`src/hdl/tcpae_pkg.sv`:
```
`timescale 1ns / 1ps

package tcpae_pkg;

    // Outcome codes
    localparam logic [2:0] OUT_NONE      = 3'd0;
    localparam logic [2:0] OUT_V4        = 3'd1;
    localparam logic [2:0] OUT_V6        = 3'd2;
    localparam logic [2:0] OUT_EOL       = 3'd3;
    localparam logic [2:0] OUT_MALFORMED = 3'd4;
    localparam logic [2:0] OUT_PARTIAL   = 3'd5;

    // Configuration register indexes
    localparam logic [2:0] CFG_V4_KIND   = 3'd0;
    localparam logic [2:0] CFG_V4_LENGTH = 3'd1;
    localparam logic [2:0] CFG_V6_KIND   = 3'd2;
    localparam logic [2:0] CFG_V6_LENGTH = 3'd3;
    localparam logic [2:0] CFG_V6_ENABLE = 3'd4;

    // Option kinds with fixed meaning
    localparam logic [7:0] KIND_EOL  = 8'd0;
    localparam logic [7:0] KIND_NOP  = 8'd1;
    localparam logic [7:0] MIN_SIZE  = 8'd2;

    // Byte positions inside an address option
    localparam logic [4:0] PORT_HI_INDEX    = 5'd2;
    localparam logic [4:0] PORT_LO_INDEX    = 5'd3;
    localparam logic [4:0] ADDR_FIRST_INDEX = 5'd4;
    localparam logic [4:0] V4_ADDR_END      = 5'd8;   // first index past 4 address bytes
    localparam logic [4:0] V6_ADDR_END      = 5'd20;  // first index past 16 address bytes
    localparam logic [4:0] INDEX_MAX        = 5'd31;

    localparam int QUEUE_DEPTH = 2;

    typedef struct packed {
        logic [7:0] option_byte;
        logic       first_byte;
        logic       last_byte;
        logic       area_empty;
    } in_item_t;

    typedef struct packed {
        logic [2:0]  outcome;
        logic [15:0] client_port;
        logic [63:0] address_high;
        logic [63:0] address_low;
        logic [31:0] found_total;
        logic [31:0] missing_total;
    } out_item_t;

    // Settled area result passed from parser to output stage
    typedef struct packed {
        logic [2:0]  outcome;
        logic [15:0] client_port;
        logic [63:0] address_high;
        logic [63:0] address_low;
    } area_result_t;

    typedef struct packed {
        logic [7:0] v4_kind;
        logic [4:0] v4_length;
        logic [7:0] v6_kind;
        logic [4:0] v6_length;
        logic       v6_enable;
    } cfg_t;

endpackage

```
`src/hdl/tcpae_front.sv`:
```
`timescale 1ns / 1ps

module tcpae_front #(
    parameter int MAX_OPTION_AREA_BYTES = 40
) (
    input  logic                    clk,
    input  logic                    rst_n,
    input  logic                    accept,
    input  tcpae_pkg::in_item_t     item,
    input  tcpae_pkg::cfg_t         cfg,
    output logic                    push,
    output tcpae_pkg::area_result_t result
);

    localparam int CNT_W = $clog2(MAX_OPTION_AREA_BYTES + 1);
    localparam logic [CNT_W-1:0] CNT_LAST = CNT_W'(MAX_OPTION_AREA_BYTES);

    typedef enum logic [1:0] {
        PH_IDLE,
        PH_KIND,
        PH_SIZE,
        PH_BODY
    } phase_t;

    phase_t           phase_reg, phase_next;
    logic [CNT_W-1:0] count_reg, count_next;
    logic             capturing_reg, capturing_next;
    logic             is_v6_reg, is_v6_next;
    logic [4:0]       index_reg, index_next;
    logic [7:0]       remain_reg, remain_next;
    logic [7:0]       kind_reg, kind_next;
    logic [15:0]      port_reg, port_next;
    logic [127:0]     addr_reg, addr_next;

    logic       emit;
    logic [2:0] outc;
    logic       last;
    logic [7:0] b;

    always_comb
    begin
        phase_next     = phase_reg;
        count_next     = count_reg;
        capturing_next = capturing_reg;
        is_v6_next     = is_v6_reg;
        index_next     = index_reg;
        remain_next    = remain_reg;
        kind_next      = kind_reg;
        port_next      = port_reg;
        addr_next      = addr_reg;
        emit           = 1'b0;
        outc           = tcpae_pkg::OUT_NONE;
        last           = item.last_byte;
        b              = item.option_byte;

        if (accept)
        begin
            if (item.area_empty)
            begin
                capturing_next = 1'b0;
                is_v6_next     = 1'b0;
                index_next     = '0;
                remain_next    = '0;
                kind_next      = '0;
                port_next      = '0;
                addr_next      = '0;
                emit           = 1'b1;
                outc           = tcpae_pkg::OUT_NONE;
            end
            else if (item.first_byte || phase_reg != PH_IDLE)
            begin
                if (item.first_byte)
                begin
                    phase_next     = PH_KIND;
                    count_next     = '0;
                    capturing_next = 1'b0;
                    is_v6_next     = 1'b0;
                    index_next     = '0;
                    remain_next    = '0;
                    kind_next      = '0;
                    port_next      = '0;
                    addr_next      = '0;
                end
                count_next = count_next + 1'b1;
                if (count_next >= CNT_LAST)
                    last = 1'b1;

                unique case (phase_next)
                    PH_KIND:
                    begin
                        if (b == tcpae_pkg::KIND_EOL)
                        begin
                            emit = 1'b1;
                            outc = tcpae_pkg::OUT_EOL;
                        end
                        else if (b != tcpae_pkg::KIND_NOP)
                        begin
                            kind_next  = b;
                            phase_next = PH_SIZE;
                        end
                    end
                    PH_SIZE:
                    begin
                        if (b < tcpae_pkg::MIN_SIZE)
                        begin
                            emit = 1'b1;
                            outc = tcpae_pkg::OUT_MALFORMED;
                        end
                        else
                        begin
                            remain_next = b - tcpae_pkg::MIN_SIZE;
                            // IPv4 match wins over IPv6
                            if (kind_next == cfg.v4_kind && b == {3'b000, cfg.v4_length})
                            begin
                                capturing_next = 1'b1;
                                is_v6_next     = 1'b0;
                            end
                            else if (cfg.v6_enable && kind_next == cfg.v6_kind
                                     && b == {3'b000, cfg.v6_length})
                            begin
                                capturing_next = 1'b1;
                                is_v6_next     = 1'b1;
                            end
                            index_next = tcpae_pkg::PORT_HI_INDEX;
                            if (remain_next == '0)
                            begin
                                if (capturing_next)
                                begin
                                    emit = 1'b1;
                                    outc = is_v6_next ? tcpae_pkg::OUT_V6 : tcpae_pkg::OUT_V4;
                                end
                                else
                                    phase_next = PH_KIND;
                            end
                            else
                                phase_next = PH_BODY;
                        end
                    end
                    PH_BODY:
                    begin
                        if (capturing_next)
                        begin
                            if (index_next == tcpae_pkg::PORT_HI_INDEX)
                                port_next[15:8] = b;
                            else if (index_next == tcpae_pkg::PORT_LO_INDEX)
                                port_next[7:0] = b;
                            else if (index_next >= tcpae_pkg::ADDR_FIRST_INDEX)
                            begin
                                if ((is_v6_next && index_next < tcpae_pkg::V6_ADDR_END)
                                    || (!is_v6_next && index_next < tcpae_pkg::V4_ADDR_END))
                                    addr_next = {addr_next[119:0], b};
                            end
                            if (index_next != tcpae_pkg::INDEX_MAX)
                                index_next = index_next + 1'b1;
                        end
                        if (remain_next != '0)
                            remain_next = remain_next - 1'b1;
                        if (remain_next == '0)
                        begin
                            if (capturing_next)
                            begin
                                emit = 1'b1;
                                outc = is_v6_next ? tcpae_pkg::OUT_V6 : tcpae_pkg::OUT_V4;
                            end
                            else
                                phase_next = PH_KIND;
                        end
                    end
                    PH_IDLE:
                    begin
                    end
                endcase

                if (!emit && last)
                begin
                    emit = 1'b1;
                    outc = (phase_next == PH_KIND) ? tcpae_pkg::OUT_NONE
                                                   : tcpae_pkg::OUT_PARTIAL;
                end
            end
            if (emit)
                phase_next = PH_IDLE;
        end
    end

    always_comb
    begin
        push                = emit;
        result.outcome      = outc;
        result.client_port  = '0;
        result.address_high = '0;
        result.address_low  = '0;
        if (outc == tcpae_pkg::OUT_V4)
        begin
            result.client_port = port_next;
            result.address_low = {32'd0, addr_next[31:0]};
        end
        else if (outc == tcpae_pkg::OUT_V6)
        begin
            result.client_port  = port_next;
            result.address_high = addr_next[127:64];
            result.address_low  = addr_next[63:0];
        end
    end

    always_ff @(posedge clk or negedge rst_n)
    begin
        if (!rst_n)
        begin
            phase_reg     <= PH_IDLE;
            count_reg     <= '0;
            capturing_reg <= 1'b0;
        end
        else
        begin
            phase_reg     <= phase_next;
            count_reg     <= count_next;
            capturing_reg <= capturing_next;
        end
    end

    always_ff @(posedge clk)
    begin
        is_v6_reg  <= is_v6_next;
        index_reg  <= index_next;
        remain_reg <= remain_next;
        kind_reg   <= kind_next;
        port_reg   <= port_next;
        addr_reg   <= addr_next;
    end

endmodule

```
`src/hdl/tcpae_queue.sv`:
```
`timescale 1ns / 1ps

module tcpae_queue (
    input  logic                    clk,
    input  logic                    rst_n,
    input  logic                    push,
    input  tcpae_pkg::area_result_t push_data,
    output logic                    space,
    input  logic                    pop,
    output logic                    avail,
    output tcpae_pkg::area_result_t pop_data
);

    localparam int DEPTH = tcpae_pkg::QUEUE_DEPTH;
    localparam int PTR_W = (DEPTH > 1) ? $clog2(DEPTH) : 1;
    localparam int CNT_W = $clog2(DEPTH + 1);
    localparam logic [PTR_W-1:0] PTR_LAST = PTR_W'(DEPTH - 1);
    localparam logic [CNT_W-1:0] CNT_FULL = CNT_W'(DEPTH);

    tcpae_pkg::area_result_t entry_reg [DEPTH];
    logic [PTR_W-1:0] wr_ptr_reg, wr_ptr_next;
    logic [PTR_W-1:0] rd_ptr_reg, rd_ptr_next;
    logic [CNT_W-1:0] count_reg, count_next;

    assign space    = (count_reg != CNT_FULL);
    assign avail    = (count_reg != '0);
    assign pop_data = entry_reg[rd_ptr_reg];

    always_comb
    begin
        wr_ptr_next = wr_ptr_reg;
        rd_ptr_next = rd_ptr_reg;
        count_next  = count_reg;
        if (push)
            wr_ptr_next = (wr_ptr_reg == PTR_LAST) ? '0 : wr_ptr_reg + 1'b1;
        if (pop)
            rd_ptr_next = (rd_ptr_reg == PTR_LAST) ? '0 : rd_ptr_reg + 1'b1;
        if (push && !pop)
            count_next = count_reg + 1'b1;
        else if (pop && !push)
            count_next = count_reg - 1'b1;
    end

    always_ff @(posedge clk or negedge rst_n)
    begin
        if (!rst_n)
        begin
            wr_ptr_reg <= '0;
            rd_ptr_reg <= '0;
            count_reg  <= '0;
        end
        else
        begin
            wr_ptr_reg <= wr_ptr_next;
            rd_ptr_reg <= rd_ptr_next;
            count_reg  <= count_next;
        end
    end

    always_ff @(posedge clk)
    begin
        if (push)
            entry_reg[wr_ptr_reg] <= push_data;
    end

endmodule

```
`src/hdl/tcpae_back.sv`:
```
`timescale 1ns / 1ps

module tcpae_back #(
    parameter int COUNTER_BITS = 32
) (
    input  logic                    clk,
    input  logic                    rst_n,
    input  logic                    avail,
    input  tcpae_pkg::area_result_t res,
    output logic                    pop,
    output logic                    out_valid,
    input  logic                    out_ready,
    output tcpae_pkg::out_item_t    out_data
);

    logic [COUNTER_BITS-1:0] found_reg, found_next;
    logic [COUNTER_BITS-1:0] missing_reg, missing_next;
    logic                    valid_reg;
    tcpae_pkg::out_item_t    data_reg, data_next;
    logic                    found;
    logic [COUNTER_BITS+31:0] found_wide, missing_wide;

    assign pop   = avail && (!valid_reg || out_ready);
    assign found = (res.outcome == tcpae_pkg::OUT_V4) || (res.outcome == tcpae_pkg::OUT_V6);

    always_comb
    begin
        found_next   = found_reg;
        missing_next = missing_reg;
        if (pop)
        begin
            if (found)
                found_next = found_reg + 1'b1;
            else
                missing_next = missing_reg + 1'b1;
        end
        // report the low 32 bits, zero-extended when counters are narrower
        found_wide             = {32'd0, found_next};
        missing_wide           = {32'd0, missing_next};
        data_next.outcome      = res.outcome;
        data_next.client_port  = res.client_port;
        data_next.address_high = res.address_high;
        data_next.address_low  = res.address_low;
        data_next.found_total  = found_wide[31:0];
        data_next.missing_total = missing_wide[31:0];
    end

    always_ff @(posedge clk or negedge rst_n)
    begin
        if (!rst_n)
        begin
            found_reg   <= '0;
            missing_reg <= '0;
            valid_reg   <= 1'b0;
        end
        else
        begin
            found_reg   <= found_next;
            missing_reg <= missing_next;
            if (pop)
                valid_reg <= 1'b1;
            else if (out_ready)
                valid_reg <= 1'b0;
        end
    end

    always_ff @(posedge clk)
    begin
        if (pop)
            data_reg <= data_next;
    end

    assign out_valid = valid_reg;
    assign out_data  = data_reg;

endmodule

```
`src/hdl/tcp_option_address_extractor_top.sv`:
```
`timescale 1ns / 1ps

// Walks a TCP option area one byte per transfer and reports one result per area:
// the matching IPv4 or IPv6 address option (port and address), or why none was
// found, with running found/missing counts. One byte is taken every cycle while
// in_ready is high; the parser settles each byte combinationally, and each result
// is written into a two-entry result queue that sits between parser and output
// register, so in_ready drops only when both entries are held by a stalled output.
// Configuration writes are always taken (cfg_ready is high) and should be made
// while no area is in progress.
module tcp_option_address_extractor_top #(
    parameter int MAX_OPTION_AREA_BYTES = 40,
    parameter int COUNTER_BITS          = 32
) (
    input  logic                 clk,
    input  logic                 rst_n,
    input  logic                 in_valid,
    output logic                 in_ready,
    input  tcpae_pkg::in_item_t  in_data,
    output logic                 out_valid,
    input  logic                 out_ready,
    output tcpae_pkg::out_item_t out_data,
    input  logic                 cfg_valid,
    output logic                 cfg_ready,
    input  logic [2:0]           cfg_index,
    input  logic [7:0]           cfg_data
);

    tcpae_pkg::cfg_t         cfg_reg;
    tcpae_pkg::area_result_t front_res;
    tcpae_pkg::area_result_t queue_res;
    logic                    push;
    logic                    space;
    logic                    avail;
    logic                    pop;

    assign cfg_ready = 1'b1;
    assign in_ready  = space;

    always_ff @(posedge clk or negedge rst_n)
    begin
        if (!rst_n)
        begin
            cfg_reg.v4_kind   <= 8'd254;
            cfg_reg.v4_length <= 5'd8;
            cfg_reg.v6_kind   <= 8'd253;
            cfg_reg.v6_length <= 5'd20;
            cfg_reg.v6_enable <= 1'b1;
        end
        else if (cfg_valid)
        begin
            unique case (cfg_index)
                tcpae_pkg::CFG_V4_KIND:   cfg_reg.v4_kind   <= cfg_data;
                tcpae_pkg::CFG_V4_LENGTH: cfg_reg.v4_length <= cfg_data[4:0];
                tcpae_pkg::CFG_V6_KIND:   cfg_reg.v6_kind   <= cfg_data;
                tcpae_pkg::CFG_V6_LENGTH: cfg_reg.v6_length <= cfg_data[4:0];
                tcpae_pkg::CFG_V6_ENABLE: cfg_reg.v6_enable <= cfg_data[0];
                default:
                begin
                end
            endcase
        end
    end

    tcpae_front #(
        .MAX_OPTION_AREA_BYTES(MAX_OPTION_AREA_BYTES)
    ) u_front (
        .clk    (clk),
        .rst_n  (rst_n),
        .accept (in_valid && space),
        .item   (in_data),
        .cfg    (cfg_reg),
        .push   (push),
        .result (front_res)
    );

    tcpae_queue u_queue (
        .clk       (clk),
        .rst_n     (rst_n),
        .push      (push),
        .push_data (front_res),
        .space     (space),
        .pop       (pop),
        .avail     (avail),
        .pop_data  (queue_res)
    );

    tcpae_back #(
        .COUNTER_BITS(COUNTER_BITS)
    ) u_back (
        .clk       (clk),
        .rst_n     (rst_n),
        .avail     (avail),
        .res       (queue_res),
        .pop       (pop),
        .out_valid (out_valid),
        .out_ready (out_ready),
        .out_data  (out_data)
    );

endmodule
```
`config.mk`:
```
export PLATFORM = sky130hd
export DESIGN_NAME = tcp_option_address_extractor_top
export DESIGN_NICKNAME = d
export VERILOG_FILES = /design/src/hdl/tcpae_pkg.sv /design/src/hdl/tcpae_front.sv /design/src/hdl/tcpae_queue.sv /design/src/hdl/tcpae_back.sv /design/src/hdl/tcp_option_address_extractor_top.sv
export SDC_FILE = /design/constraint.sdc
export NUM_CORES = 1
export LEC_CHECK = 0
export BUFFER_PORTS_ARGS = -buffer_cell sky130_fd_sc_hd__buf_2
export CELL_PAD_IN_SITES_DETAIL_PLACEMENT = 2
export CELL_PAD_IN_SITES_GLOBAL_PLACEMENT = 2
export CORE_MARGIN = 2
export CORE_UTILIZATION = 47
export DETAILED_ROUTE_END_ITERATION = 8
export GPL_ROUTABILITY_DRIVEN = 0
export PLACE_DENSITY = 0.91
export SYNTH_ARGS = -nofsm -noshare
export SYNTH_HDL_FRONTEND = slang
export SYNTH_HIERARCHICAL = 1
export SYNTH_SLANG_ARGS = --single-unit
```
`constraint.sdc`:
```
create_clock -name clk -period 27.9 [get_ports clk]
set_clock_uncertainty 0.05 [all_clocks]
set_input_delay 1.395 -clock clk [delete_from_list [all_inputs] [get_ports clk]]
set_output_delay 1.395 -clock clk [all_outputs]
set_load 0.05 [all_outputs]
```
# == Word-level counts from Yosys, hierarchy flattened ==
# Memories as Yosys holds them, arrays and structs flattened.
# Index checks and enable logic that the tools add are counted.
# op_classes
addsub,10
magnitude_cmp,5
n_eq_ne,22
mux,148
bitwise,1
n_reduce_logical,38
# op_table
op,n
$mux W128,10
$mux W8,22
$mux W144,1
$mux W32,4
$mux W64,2
$mux W16,7
$add A32 B1 Y32 const B,2
$mux W1,53
$mux W2,22
$mux W5,8
$mux W3,10
$logic_not A8 Y1,3
$mux W6,4
$eq A8 B5 Y1,2
$eq A8 B8 Y1,2
$pmux W8 S2,1
$eq A3 B2 Y1 const B,4
$reduce_and A2 Y1,6
$reduce_bool A2 Y1,6
$eq A5 B2 Y1 const B,2
$logic_and A1 B1 Y1,10
$pmux W5 S2,1
$eq A3 B1 Y1 const B,3
$pmux W3 S3,1
27 further kinds,38
# word_totals
register_bits,482
mem_bits_rw,294
input_bits,27
memories,1
# mem_list
name,words,width,rd,rd_clocked_by_memory_dff,wr,line,source
u_queue.entry_reg,2,147,1,0,1,tcpae_queue.sv:20,tcpae_pkg::area_result_t entry_reg [DEPTH];

# == Depth between registers and ports, before layout ==
# Gate-level depths: netlist of run 1.
# depth
word_depth,33
ltp_mapped,17
depth_no_buf,14

# == By module ==
# Netlist of run 1, hierarchy kept.
# modules_own_cells
module,n_inst,cells_each,area_per_inst_um2,seq_area_each_um2
tcpae_queue,1,473,10832.9,8928.6
tcpae_back,1,480,9327.7,7962.6
tcpae_front,1,903,8823.5,3768.6
tcp_option_address_extractor_top,1,63,1096.1,698.2

# == Worst setup path before layout of run 1 ==
# Ideal clock, no wire load.
# synth_timing
path_kind,input to register
startpoint,in out_ready
endpoint,"reg u_back.data_reg (netlist bit u_back/out_data[33]), data pin"
setup_time_ns,0.271
arrival_ns,12.043
required_time_ns,27.579
path_slack_ns,15.536
cell_stages,4
path_cell_list,nor2b_1 > nor2_1 > nand2_1 > mux2_2
# synth_via
elab_chain_cells,3
# synth_lines
element,line,source
from (decl),tcp_option_address_extractor_top.sv:21,"input logic out_ready,"
$logic_or A1 B1 Y1,tcpae_back.sv:23,assign pop = avail && (!valid_reg || out_ready);
$logic_and A1 B1 Y1,tcpae_back.sv:23,
net pop,tcp_option_address_extractor_top.sv:35,logic pop;
$mux W32,tcpae_back.sv:30,if (pop)
net u_back.found_next[1],tcpae_back.sv:16,"logic [COUNTER_BITS-1:0] found_reg, found_next;"
to (signal assigned),tcpae_back.sv:70,data_reg <= data_next;
to (decl),tcpae_back.sv:19,"tcpae_pkg::out_item_t data_reg, data_next;"
# The timed path passes the listed nets, and every way through them passes these cells.
# A chain may end at the register's enable or synchronous reset.

# == Final worst setup path of run 1 ==
# layout_timing
startpoint,in in_data[2] in the netlist's numbering
endpoint,mem u_queue/entry_reg[0][59] in the netlist's numbering (enable)
# layout_via
elab_chain_cells,30
elab_cells_between_ends,68
# layout_lines
element,line,source
from (decl),tcp_option_address_extractor_top.sv:19,"input tcpae_pkg::in_item_t in_data,"
$mux W8,tcpae_front.sv:72,if (item.first_byte)
$mux W8,tcpae_front.sv:70,else if (item.first_byte || phase_reg != PH_IDLE)
$mux W8,tcpae_front.sv:58,if (item.area_empty)
$mux W8,tcpae_front.sv:56,if (accept)
$eq A8 B8 Y1,tcpae_front.sv:118,else if (cfg.v6_enable && kind_next == cfg.v6_kind
$logic_and A1 B1 Y1,tcpae_front.sv:118,
$logic_and A1 B1 Y1,tcpae_front.sv:119,"&& b == {3'b000, cfg.v6_length})"
$mux W1,tcpae_front.sv:118,
[... 14 more ...],--,
$logic_and A1 B1 Y1,tcpae_front.sv:174,if (!emit && last)
$mux W1,tcpae_front.sv:174,
$mux W1 (*),tcpae_front.sv:70,
$mux W1 (*),tcpae_front.sv:58,
$mux W1 (*) (2 in a row),tcpae_front.sv:56,
net push,tcp_option_address_extractor_top.sv:32,logic push;
$mux W1 (*),tcpae_queue.sv:62,if (push)
$mux W1 (implied by the code) (*),tcpae_queue.sv:63,entry_reg[wr_ptr_reg] <= push_data;
to (decl),tcpae_queue.sv:20,
# The timed path passes the listed nets; every way through them passes the cells marked *. The select of a mux whose other input is x is not followed.

==> results of run 1 <==
[cells by family (layout without fill, tap and decap cells)]
group	count (synthesis)	after routing	synth area share
other	1	4	0.000125
buffers and inverters	132	427	0.0223
adder cells (fa/ha/maj)	10	10	0.00416
AND/OR/NAND/NOR	461	461	0.0990
multiplexers	180	180	0.0673
flip-flops	776	776	0.710
AO/OA/AOI/OAI	265	265	0.0696
XOR/XNOR	94	94	0.0274
[report_power, final]
group	internal, mW	switching, mW
Combinational	0.238	0.834
Clock	0.620	0.480
Sequential	1.54	0.140
[routing by layer]
layer,track usage,vias up
met3,0.0422,213
met5,0.00292,-
li1,-,7787
met2,0.551,843
met1,0.369,9982
met4,0.131,0
[layout by cell type, fill, tap and decap left out, types with 8 or more instances in the layout]
cell       instances
edfxtp_1         527
buf_2            238
mux2_2           176
dfxtp_1          144
a22o_1           127
nor3b_1          118
dfrtp_1           86
clkbuf_16         82
nand2_1           66
nor2_1            63
xnor2_1           60
xor2_1            33
nand3_1           31
a21oi_1           31
nor3b_2           30
clkbuf_1          25
nor3_1            24
nand4_1           23
inv_1             22
buf_4             21
dfstp_2           18
a31oi_1           15
o21ai_0           15
nand2b_1          13
and3_1            12
nor2b_1           11
a22oi_1           11
nor4_1            10
ha_1              10
o2bb2ai_1         10
clkinv_2           9
a32o_1             9
clkinv_1           8
clkbuf_8           8
[path summary, 6_finish.rpt]
| check | start | to | slack (ns) | depth (start not counted) |
|---|---|---|---|---|
| max | in_data[2] | u_queue/entry_reg[0][59] | 20.07 | 15 |
| min | u_back/missing_reg[31] | u_back/missing_reg[31] | 0.45 | 1 |
| max reg2reg | u_front/remain_reg[0] | u_queue/entry_reg[0][59] | 20.94 | 13 |
| min reg2reg | u_back/missing_reg[31] | u_back/missing_reg[31] | 0.45 | 1 |
| max in group asynchronous | rst_n | u_back/found_reg[29] | 25.63 | 2 |
| min in group asynchronous | rst_n | u_front/capturing_reg | 0.67 | 1 |
[layout make-up]
type,instances,area share
timing repair buffer,259,0.0390
clock inverter,31,0.00948
tap,846,0.0306
multi-input combinational,1011,0.235
sequential,776,0.618
antenna,3,0.000217
clock buffer,115,0.0653
inverter,22,0.00239
[critical path, cell delays in order]
cell	delay (ns)
buf_2	0.08
buf_4	0.50
nor2b_1	0.21
inv_1	0.12
ha_1	0.28
or3b_1	0.50
nor4_1	0.56
o22ai_1	0.21
or3_1	0.45
nor2_1	0.22
nor2_1	0.12
a31oi_1	0.47
nor2b_4	1.10
buf_4	0.93
buf_4	0.77
==> flow_summary.toml, run 1 <==
[placement]
port_buffers = 239
dp.cells = 2914
dpl.hpwl_um = 58600
dp_slack_ns = 19.94
dpl_cell_area_sq_um = 32000

[sta]
relSlewSlack = 0.157
fmax_mhz = 128
final_hold_viol_count = 0
setup_viol = 0
min_period_ns = 7.83
slew_viol_final = 0
rsz0062_at_grt = "no"
fin_crit_sh = 0.281
setup_ws_ns = 20.07
holdWs_ns = 0.448
worstMarginPinSlew_ns = 1.26
tns_ns = 0

[clocking]
clock_path_buffers = 3
numClockSinks = 776
postCtsSetupRepairBufs = 0
path_clk_slew_ns = 0.06
hold_buffers = 0
clk_latency_ns = 0.63
cts_tree = "yes"
post_cts_resized = 0
cts_max_level = 3
clock-root-buffer = "clkbuf_16"
cts_made_buffers = 79

[logic_synthesis]
netlist_top_cells_count = "edfxtp_1 (527), mux2_2 (176), dfxtp_1 (144)"
avgSynthCellArea_sq_um = 15.7
synth_cell_type_count = 79
synth_area_sq_um = 30100
syn_nets = 1956
synthTopCellsByArea = "edfxtp_1 (53%), dfxtp_1 (9.6%), dfrtp_1 (7.2%), mux2_2 (6.6%), a22o_1 (3.7%)"
synth-edff-count = 527
synth-async-reset-ratio = 0.135
syn_inst = 1919
synth_ff_type = "edfxtp_1"
synth_largest_area_cell = "edfxtp_1"
ys_seq_elements = 776
synth_top_cell_area_share = 0.526
synth_warnings = 6
yosysSeqAreaShare = 0.710
synth.most_common_cell = "edfxtp_1"

[global_route]
grt_max_degree = 77
grt_pass1_vias = 20600
track_usage = 0.307
grt-ovfl-total = 0
grt_pass1_wl_um = 150000
antenna_found_initial = 5

[floorplanning]
die_w_um = 257
io_pins = 241
initial_core_util = 0.476
die_y_um = 257
core_area_sq_um = 63200
die_area_sq_um = 66000
rows = 92

[flow_run]
maxCapViolations = 0

[worst_setup_path]
worstSetupPathType = "primary input to register"
start_kind = "primary input"
arrival_ns = 8.04
end_kind = "register"
required_ns = 28.11
path_max_fanout = 62

[drt]
wl_met3_um = 4980
dr_wl_met2_um = 54100
routed_wl_um = 102000
wl_met1_um = 38500
wire_per_inst_um = 33.2
vias = 18800
drc = 0
viasPerCell = 6.15
drt-pass1-iter-count = 5
dr.max_layer_used = "met4"
drt_iter0_markers = 1797
antenna_left = 0

[finish]
nNetsFinal = 2186
layoutNonFillerInstCount = 3063
drive_gt1_frac = 0.283
final_area_sq_um = 34600
syn2layout_area_growth_pct = 14.9
multi_input_area_sq_um = 8130
n_fill_cell = 5522
utilization = 0.547
largest_register_ffs = 294
regArea_sq_um = 21400

[run_status]
status = "completed"

[hold_path]
min_path_type = "register to register"

[pwr]
ir_drop_mv = 0.0825
power_density_nw_per_um2 = 112
p_leak_nw = 12.0
power_mw = 3.85
(Power assumes the default switching activity.)
==> inputs of run 2 (changes only) <==
--- a/config.mk
+++ b/config.mk
@@ -5,14 +5,15 @@
 export SDC_FILE = /design/constraint.sdc
 export NUM_CORES = 1
 export LEC_CHECK = 0
+export ABC_AREA = 1
 export BUFFER_PORTS_ARGS = -buffer_cell sky130_fd_sc_hd__buf_2
 export CELL_PAD_IN_SITES_DETAIL_PLACEMENT = 2
 export CELL_PAD_IN_SITES_GLOBAL_PLACEMENT = 2
 export CORE_MARGIN = 2
-export CORE_UTILIZATION = 47
+export CORE_UTILIZATION = 36
 export DETAILED_ROUTE_END_ITERATION = 8
 export GPL_ROUTABILITY_DRIVEN = 0
-export PLACE_DENSITY = 0.91
+export PLACE_DENSITY = 0.83
 export SYNTH_ARGS = -nofsm -noshare
 export SYNTH_HDL_FRONTEND = slang
 export SYNTH_HIERARCHICAL = 1
==> constraint.sdc (replaced) <==
create_clock -name clk -period 7.2 [get_ports clk]
set_clock_uncertainty 0.05 [all_clocks]
set_input_delay 0.36 -clock clk [delete_from_list [all_inputs] [get_ports clk]]
set_output_delay 0.36 -clock clk [all_outputs]
set_load 0.05 [all_outputs]
==> run 2 against run 1 <==
  * Wire length grew 6.3%
  * Combinational power rose to 4.3 times the previous value
  * Final cell count is 54% higher
  * Critical path type is now register to register
  * Largest power group unchanged
==> flow_summary.toml, run 2 <==
[worst_setup_path]
start_kind = "register"
end_kind = "register"
worstSetupPathType = "register to register"
path_max_fanout = 126
cp-startpoint = "u_queue/count_reg[0]"
r2r_setup_slack_ns = 2.10
arrival_ns = 5.48
rr_startpoint = "u_queue/count_reg[0]"
required_ns = 7.58

[global_route]
met3_usage = 0.0308
use_met1 = 0.283
grt.busiest_layer = "met2"
grt_pass1_wl_um = 166000
grt_pass1_vias = 27000
antenna_found_initial = 2
track_usage = 0.226
met2_usage = 0.400
grt-ovfl-total = 0
grt_max_degree = 127

[logic_synthesis]
synth_largest_area_cell = "edfxtp_1"
syn_inst = 3166
synthTopCellsByArea = "edfxtp_1 (47%), dfxtp_1 (8.6%), dfrtp_1 (6.5%), nand2_1 (6.3%), mux2_2 (4.9%)"
avgSynthCellArea_sq_um = 10.6
synth_warnings = 6
synth_ff_type = "edfxtp_1"
synth_cell_type_count = 55
netlist_top_cells_count = "nand2_1 (568), edfxtp_1 (527), inv_1 (407)"
synth-async-reset-ratio = 0.135
yosysSeqAreaShare = 0.636
synth_area_sq_um = 33600
synth-edff-count = 527
syn_nets = 3203
ys_seq_elements = 776
synth.most_common_cell = "nand2_1"
synth_top_cell_area_share = 0.471

[drt]
drt_iter0_markers = 1382
drt-pass1-iter-count = 5
wire_per_inst_um = 22.9
antenna_left = 0
routed_wl_um = 108000
drc = 0
viasPerCell = 5.15
vias = 24300

[sta]
setup_viol = 0
worstMarginPinSlew_ns = 1.17
min_period_ns = 5.10
relSlewSlack = 0.221
tns_ns = 0
final_hold_viol_count = 0
rsz0062_at_grt = "no"
fmax_mhz = 196
fin_crit_sh = 0.708
slew_viol_final = 0

[clocking]
cts_max_level = 3
clock-root-buffer = "clkbuf_16"
post_cts_resized = 0
numClockSinks = 776
clk_latency_ns = 0.67
cts_made_buffers = 86
clock_path_buffers = 3
cts_tree = "yes"
path_clk_slew_ns = 0.06

[finish]
layout_commonest_cell = "nand2_1"
final_area_sq_um = 39000
drive_gt1_frac = 0.192
n_antenna_cell = 0
syn2layout_area_growth_pct = 16.2
final_cell_mix = "nand2_1 (568), edfxtp_1 (527), inv_1 (404)"
n_fill_cell = 9634
nNetsFinal = 3418
largest_register_ffs = 294

[hold_path]
min-delay-start = "out_ready"
min_path_type = "primary input to register"

[pwr]
power_mw = 15.9
p_leak_nw = 15.5
ir_drop_mv = 0.285
power_density_nw_per_um2 = 406

[run_status]
status = "completed"

[floorplanning]
rows = 112
die_w_um = 309
io_pins = 241
die_y_um = 309
core_area_sq_um = 92900
initial_core_util = 0.361
die_area_sq_um = 95700

[placement]
dpl_cell_area_sq_um = 35800
dpl.hpwl_um = 68500
port_buffers = 239

[flow_run]
maxCapViolations = 0
run 2: final cells by class:
class	instances	area, sq um	share of cell area
Clock buffer	116	2420	0.0619
Multi-Input combinational cell	1824	9910	0.254
Tap cell	1254	1570	0.0402
Inverter	419	1600	0.0409
Sequential cell	776	21400	0.547
Timing Repair Buffer	274	1530	0.0391
Clock inverter	46	647	0.0166
run 2: cell families (layout without fill, tap and decap cells):
kind of cell	after synthesis	in the layout	synth area share
buffers and inverters	566	855	0.0695
adders and majority gates	10	10	0.00373
muxes	147	147	0.0493
DFF	776	776	0.636
and+or+nand+nor	1112	1112	0.140
other	1	1	0.000112
xor gates and xnor gates	47	47	0.0125
AOI/OAI and AO/OA	507	507	0.0887
run 2: critical path: stages, from the launching register on:
cell     delay, ns
dfrtp_1       0.39
inv_1         0.10
nand2_1       0.16
nand2_1       0.13
inv_4         0.30
inv_6         0.33
nor2_1        0.56
inv_1         0.18
nor2_1        0.73
nand2_1       0.15
inv_2         0.20
nand2_8       0.49
buf_4         0.52
a21oi_1       0.36
run 2: report_power, final:
group	switching, mW	internal (mW)
sequential	0.464	6.03
combinational	3.61	0.956
clock	1.92	2.88
total	6.00	9.86
run 2: per-layer routing:
metal,wire [um],share of wire,vias to the layer above
li1,-,-,11100
met1,45400,0.42,12400
met2,55300,0.51,537
met3,4230,0.039,184
met4,3120,0.029,0
met5,0,0,-
run 2: stage by stage:
stage | util | cells | setup slack [ns] | hold slack [ns]
finish | 0.420 | 4709 | 2.10 | 0.0622
global route | 0.420 | 4709 | 1.81 | 0.0277
CTS | 0.420 | 4709 | 2.12 | 0.00883
floorplan | - | 3166 | 0.714 | 0.0144
global placement | 0.386 | 4533 | 2.13 | 0.394
detailed placement | 0.386 | 4533 | 1.74 | 0.397
run 2: timing repair:
item / CTS / global route
setup endpoints to repair: 0 / 0
hold buffers: 14 / 0
setup buffers: 0 / 0
hold endpoints to repair: 73 / 0
run 2: path summary, 6_finish.rpt:
path	to	cells past startpoint
max in group asynchronous	cfg_reg[2]	3
min in group asynchronous	u_back/missing_reg[20]	2
setup / recovery	u_queue/entry_reg[0][75]	13
hold / removal	u_back/out_valid	4
setup reg to reg	u_queue/entry_reg[0][75]	13
hold reg to reg	cfg_reg[11]	2
